<file path="src/rtl/b64e_pkg.sv">
// shared types, constants and alphabet lookup for the base64 stream encoder
`timescale 1ns / 1ps

package b64e_pkg;

    // widths of one raw byte and of one sextet, which selects one output character
    localparam int ByteW   = 8;
    localparam int SextW   = 6;
    // most characters one byte can produce (final byte opening a group)
    localparam int GroupMax = 4;
    localparam int CntW     = $clog2(GroupMax + 1);

    // characters produced by one byte, handed from the split stage to the emitter
    typedef struct packed {
        logic [CntW-1:0]                 count;
        logic [GroupMax-1:0][SextW-1:0]  sext;   // sext[0] goes out first
        logic                            last;   // final character closes the message
    } t_group;

    // standard alphabet: A-Z, a-z, 0-9, '+', '/'
    function automatic logic [ByteW-1:0] b64_char(input logic [SextW-1:0] sext);
        logic [ByteW-1:0] ch;
        begin
            case (sext) inside
                [6'd0  : 6'd25]: ch = 8'h41 + {2'b00, sext};
                [6'd26 : 6'd51]: ch = 8'h61 + {2'b00, sext} - 8'd26;
                [6'd52 : 6'd61]: ch = 8'h30 + {2'b00, sext} - 8'd52;
                6'd62:           ch = 8'h2b;
                default:         ch = 8'h2f;
            endcase
            return ch;
        end
    endfunction

endpackage

</file>
<file path="src/rtl/b64e_split.sv">
// input register, group phase state and sextet split of one byte
`timescale 1ns / 1ps

module b64e_split (
    input  logic               i_clk,
    input  logic               i_rst_n,
    input  logic               i_valid,
    output logic               o_ready,
    input  logic [7:0]         i_byte,
    input  logic               i_final,
    output logic               o_valid,
    input  logic               i_load,
    output b64e_pkg::t_group   o_group
);
    import b64e_pkg::*;

    // position of the byte within its three-byte group
    localparam logic [1:0] PH_0 = 2'd0;
    localparam logic [1:0] PH_1 = 2'd1;
    localparam logic [1:0] PH_2 = 2'd2;

    logic             r_valid;
    logic [ByteW-1:0] r_byte;
    logic             r_final;
    logic [1:0]       r_phase;
    logic [1:0]       n_phase;
    logic [3:0]       r_left;
    logic [3:0]       n_left;
    logic             w_move;
    t_group           w_group;

    // transaction leaves for the emitter
    assign w_move  = r_valid && i_load;
    assign o_ready = !r_valid || i_load;
    assign o_valid = r_valid;
    assign o_group = w_group;

    // input register
    always_ff @(posedge i_clk) begin
        if (!i_rst_n) begin
            r_valid <= 1'b0;
        end else if (o_ready) begin
            r_valid <= i_valid;
        end
        if (o_ready && i_valid) begin
            r_byte  <= i_byte;
            r_final <= i_final;
        end
    end

    // split the byte into sextets by phase
    always_comb begin
        w_group       = '0;
        w_group.last  = r_final;
        n_phase       = PH_0;
        n_left        = 4'd0;
        case (r_phase)
            PH_1: begin
                w_group.sext[0] = {r_left[1:0], r_byte[7:4]};
                if (r_final) begin
                    w_group.sext[1] = {r_byte[3:0], 2'b00};
                    w_group.count   = CntW'(3);
                end else begin
                    w_group.count   = CntW'(1);
                    n_left          = r_byte[3:0];
                    n_phase         = PH_2;
                end
            end
            PH_2: begin
                w_group.sext[0] = {r_left, r_byte[7:6]};
                w_group.sext[1] = r_byte[5:0];
                w_group.count   = CntW'(2);
            end
            default: begin
                w_group.sext[0] = r_byte[7:2];
                if (r_final) begin
                    w_group.sext[1] = {r_byte[1:0], 4'b0000};
                    w_group.count   = CntW'(GroupMax);
                end else begin
                    w_group.count   = CntW'(1);
                    n_left          = {2'b00, r_byte[1:0]};
                    n_phase         = PH_1;
                end
            end
        endcase
    end

    // group state advances when the byte is handed on
    always_ff @(posedge i_clk) begin
        if (!i_rst_n) begin
            r_phase <= PH_0;
            r_left  <= 4'd0;
        end else if (w_move) begin
            r_phase <= n_phase;
            r_left  <= n_left;
        end
    end

endmodule

</file>
<file path="src/rtl/b64e_emit.sv">
// result buffer that sends the characters of one byte one at a time
`timescale 1ns / 1ps

module b64e_emit (
    input  logic               i_clk,
    input  logic               i_rst_n,
    input  logic               i_valid,
    output logic               o_load,
    input  b64e_pkg::t_group   i_group,
    output logic               o_valid,
    input  logic               i_ready,
    output logic [7:0]         o_char,
    output logic               o_last
);
    import b64e_pkg::*;

    logic [CntW-1:0]                r_cnt;
    logic [GroupMax-1:0][SextW-1:0] r_sext;
    logic                           r_last;
    logic                           w_take;

    // buffer free once its last character is taken
    assign w_take  = o_valid && i_ready;
    assign o_valid = (r_cnt != '0);
    assign o_load  = (r_cnt == '0) || ((r_cnt == CntW'(1)) && i_ready);
    assign o_char  = b64_char(r_sext[0]);
    assign o_last  = r_last && (r_cnt == CntW'(1));

    // count of characters still waiting
    always_ff @(posedge i_clk) begin
        if (!i_rst_n) begin
            r_cnt <= '0;
        end else if (o_load && i_valid) begin
            r_cnt <= i_group.count;
        end else if (w_take) begin
            r_cnt <= r_cnt - CntW'(1);
        end
    end

    // sextet queue, shifted down one slot per transaction
    always_ff @(posedge i_clk) begin
        if (o_load && i_valid) begin
            r_sext <= i_group.sext;
            r_last <= i_group.last;
        end else if (w_take) begin
            r_sext <= r_sext >> SextW;
        end
    end

endmodule

</file>
<file path="src/rtl/base64_stream_encoder_top.sv">
// top level of the base64 stream encoder
//
// channel  | direction | tdata                 | tlast
// s_axis   | in        | [7:0] data_byte       | final_byte
// m_axis   | out       | [7:0] code_char       | last_char
//
// a byte in the first or second place of a group yields one character, the third two;
// a final byte yields four in the first place, three in the second, two in the third
// a byte goes through the input register and the result buffer before its first character is offered
// reset clears the group phase, the pending bits and both valid flags
// a stalled output holds its character; input keeps flowing until the
// input register is full behind a busy buffer
`timescale 1ns / 1ps

module base64_stream_encoder_top (
    input  logic       i_clk,
    input  logic       i_rst_n,
    input  logic       i_s_axis_tvalid,
    output logic       o_s_axis_tready,
    input  logic [7:0] i_s_axis_tdata,   // [7:0] data_byte
    input  logic       i_s_axis_tlast,
    output logic       o_m_axis_tvalid,
    input  logic       i_m_axis_tready,
    output logic [7:0] o_m_axis_tdata,   // [7:0] code_char
    output logic       o_m_axis_tlast
);
    import b64e_pkg::*;

    logic   w_valid;
    logic   w_load;
    t_group w_group;

    // byte capture and sextet split
    b64e_split u_split (
        .i_clk   (i_clk),
        .i_rst_n (i_rst_n),
        .i_valid (i_s_axis_tvalid),
        .o_ready (o_s_axis_tready),
        .i_byte  (i_s_axis_tdata),
        .i_final (i_s_axis_tlast),
        .o_valid (w_valid),
        .i_load  (w_load),
        .o_group (w_group)
    );

    // character output
    b64e_emit u_emit (
        .i_clk   (i_clk),
        .i_rst_n (i_rst_n),
        .i_valid (w_valid),
        .o_load  (w_load),
        .i_group (w_group),
        .o_valid (o_m_axis_tvalid),
        .i_ready (i_m_axis_tready),
        .o_char  (o_m_axis_tdata),
        .o_last  (o_m_axis_tlast)
    );

endmodule

</file>
<file path="config.mk">
export PLATFORM = sky130hd
export DESIGN_NAME = base64_stream_encoder_top
export DESIGN_NICKNAME = d
export VERILOG_FILES = /design/src/rtl/b64e_pkg.sv /design/src/rtl/b64e_split.sv /design/src/rtl/b64e_emit.sv /design/src/rtl/base64_stream_encoder_top.sv
export SDC_FILE = /design/constraint.sdc
export NUM_CORES = 1
export LEC_CHECK = 0
export BUFFER_PORTS_ARGS = -buffer_cell sky130_fd_sc_hd__buf_2
export CAP_MARGIN = 40
export CORE_AREA = 2 2 70 72
export CTS_BUF_LIST = sky130_fd_sc_hd__clkbuf_8
export CTS_CLUSTER_SIZE = 12
export DETAILED_ROUTE_END_ITERATION = 10
export DIE_AREA = 0 0 72 74
export PLACE_DENSITY_LB_ADDON = 0.3
export SYNTH_ARGS = -nofsm -noshare
export SYNTH_HDL_FRONTEND = slang
export SYNTH_SLANG_ARGS = --single-unit
</file>
<file path="constraint.sdc">
create_clock -name i_clk -period 2.8 [get_ports i_clk]
set_input_delay 0.56 -clock i_clk [delete_from_list [all_inputs] [get_ports i_clk]]
set_output_delay 0.56 -clock i_clk [all_outputs]
set_load 0.02 [all_outputs]
</file>
==> impl_metrics.env <==
export IMPL_synth_warnings=0
export IMPL_final_antenna_net_count=0
export IMPL_setup_violations=8
export IMPL_clock_latency_ps=280
export IMPL_wl_per_cell_um=14.07
export IMPL_grt_usage_pct=19.59
export IMPL_cts_made_buffers=5
export IMPL_cp_max_fo=5
export IMPL_grt_ovfl_total=0
export IMPL_p_per_area_mw_per_mm2=1295
export IMPL_via_per_inst=5.587
export IMPL_finalMaxSlewViolations=0
export IMPL_fin_tns_setup_ps=-644.6
export IMPL_grt_pass1_wl_um=8155
export IMPL_hold_buffers=0
export IMPL_cp_endpoint="o_m_axis_tdata[5]"
export IMPL_cts_sinks=32
export IMPL_p_leak_nw=1.124
export IMPL_grt_pass1_vias=1880
export IMPL_fin_crit_sh_pct=104.6
export IMPL_drt_iter0_drc=120
export IMPL_rrSetupSlack_ps=940
export IMPL_clk_pin_slew_ps=60
export IMPL_drive_above_1_share_pct=27.95
export IMPL_cts_buffer_depth=2
export IMPL_ys_seq_area_share_pct=39.31
export IMPL_cp_end_kind="output pin"
export IMPL_crit_type="flip-flop to output pin"
export IMPL_total_power_mw=3.610
export IMPL_maxCapViolations=0
export IMPL_synth_edf_count=22
export IMPL_hp_class="primary input to flip-flop"
export IMPL_worst_setup_path_start_kind="flip-flop"
export IMPL_skew_ps=4.469
export IMPL_ir_worst_vdd_mv=0.5128
export IMPL_place_ws_ps=55.40
export IMPL_n_antenna_cell=0
export IMPL_dp_hpwl_um=3222
export IMPL_final_common_cell="buf_4"
export IMPL_nNetsFinal=329
export IMPL_syn_to_final_growth_pct=27.26
export IMPL_min_period_ps=2929
export IMPL_critPathLaunch="u_emit.r_sext[3]"
export IMPL_synth_distinct_cells=46
export IMPL_synthFlopType="edfxtp_1"
export IMPL_io_buffer_count=23
export IMPL_required_ps=2240
export IMPL_syn_inst=246
export IMPL_fill_cells=382
export IMPL_timing_rr_end="u_emit.r_cnt[0]"
export IMPL_final_cell_mix="buf_4, nand2_1, edfxtp_1"
export IMPL_synth_seq_cells=32
export IMPL_initial_core_util_pct=47.62
export IMPL_finalHoldViolCount=0
export IMPL_async_flop_share_pct=0
export IMPL_antenna_found_initial=0
export IMPL_worstPathArrival_ps=2370
export IMPL_r2r_cells=7
export IMPL_avgSynthCellArea_um2=8.901
export IMPL_tightestPinTransition_ps=637.0
export IMPL_setup_ws_ps=-129.1
export IMPL_die_w_um=72
export IMPL_dieHeight_um=74
export IMPL_core_area_mm2=0.004598
export IMPL_r2r_start="u_emit.r_cnt[0]"
export IMPL_post_route_drc_count=0
export IMPL_syn_num_nets=279
export IMPL_grt_max_degree=24
export IMPL_max_freq_ghz=0.3414
export IMPL_rsz0062_at_grt="yes"
export IMPL_rows=25
export IMPL_htreeDepth=2
export IMPL_drtPass1Iterations=4
export IMPL_dr_total_vias=1961
export IMPL_multi_input_area_mm2=0.001323
export IMPL_regArea_um2=860.8
export IMPL_die_area_mm2=0.005328
export IMPL_io_pins=24
export IMPL_place_congestion=0.9264
export IMPL_cts_tree="yes"
export IMPL_netlist_area_mm2=0.002190
export IMPL_relSlewSlack_pct=57.53
export IMPL_cts_root_buf="clkbuf_8"
export IMPL_violations="setup timing"
export IMPL_status="finished with violations"
export IMPL_wl_um=4938
area by class of cell:
cell class | count | share of cell area (%)
inverters | 18 | 2.515
clock buffers | 6 | 2.964
repair buffers | 53 | 13.47
clock inverters | 2 | 0.2694
well taps | 54 | 2.425
multi-input cells | 186 | 47.46
flip-flops and latches | 32 | 30.89
per-layer routing:
layer  track usage [%]  wire, um  vias up
li1                  -         -      981
met3             4.201       180       20
met5                 0         0        -
met2             36.21      2635       58
met1             21.71      1953      902
met4             8.805       168        0
per-stage QoR:
step / hold slack [ps] / instance area [um2] / utilization, % / instances
finish: 448.9 / 2786 / 60.60 / 351
detailed placement: 456.1 / 2386 / 51.89 / 322
global route: 439.6 / 2786 / 60.60 / 351
CTS: 445.7 / 2665 / 57.96 / 343
global placement: 444.0 / 2386 / 51.89 / 322
floorplan: 431.6 / 2190 / - / 246
synthesized netlist by cell type, types with 4 or more instances:
cell type / count / area [um2]
nand2_1: 29 / 108.9
edfxtp_1: 22 / 660.6
nor2_1: 22 / 82.58
ha_1: 20 / 250.2
a21oi_1: 19 / 95.09
inv_1: 16 / 60.06
nor3_1: 12 / 60.06
dfxtp_1: 10 / 200.2
o21ai_0: 10 / 50.05
a22oi_1: 8 / 60.06
nand3_1: 7 / 35.03
clkbuf_1: 6 / 22.52
a211oi_1: 5 / 37.54
a31oi_1: 5 / 31.28
xnor2_1: 5 / 43.79
a32oi_1: 4 / 35.03
nor2b_1: 4 / 25.02
sequential cells by signal, summed over array words and instances, names as in the netlist:
name             flops
u_emit.r_cnt         3
u_emit.r_last        1
u_emit.r_sext       12
u_split.o_valid      1
u_split.r_byte       8
u_split.r_final      1
u_split.r_left       4
u_split.r_phase      2
where the power goes:
part | internal, mW | total [mW] | switching (mW)
combinational | 1.11 | 2.46 | 1.35
clock | 0.193 | 0.347 | 0.154
sequential | 0.683 | 0.805 | 0.122
critical path: stages (launching register included):
cell,delay [ps]
edfxtp_1,520
inv_2,190
ha_4,210
nand2_4,60
a221oi_4,330
or2_4,210
mux2_4,300
o21ai_2,120
buf_6,130
what timing repair did:
action                                  CTS  global route
hold endpoints to repair                  0             0
endpoints found under the setup margin    8             8
resized for setup                        21            14
setup buffers                            13             8
pin swaps                                 9             6
how the worst min path moves through the flow:
stage                      start           endpoint  slack (ps)  cells past startpoint
6_report       i_s_axis_tdata[0]  u_split.r_byte[0]         450                      1
5_1_grt        i_s_axis_tdata[4]  u_split.r_byte[4]         440                      1
4_1_cts        i_s_axis_tdata[0]  u_split.r_byte[0]         450                      1
3_5_place_dp   u_split.r_left[3]  u_split.r_left[3]         460                      2
3_3_place_gp   u_split.r_left[2]  u_split.r_left[2]         440                      2
2_1_floorplan  u_split.r_left[2]  u_split.r_left[2]         430                      2
logic make-up after synthesis:
group,count (synthesis),share of synthesized area (%)
and+or+nand+nor,92,19.89
AOI/OAI and AO/OA,65,19.77
DFF,32,39.31
buffers and inverters,28,5.543
adders and majority gates,20,11.43
xor gates and xnor gates,6,2.400
muxes,3,1.657
(Power assumes the default switching activity.)
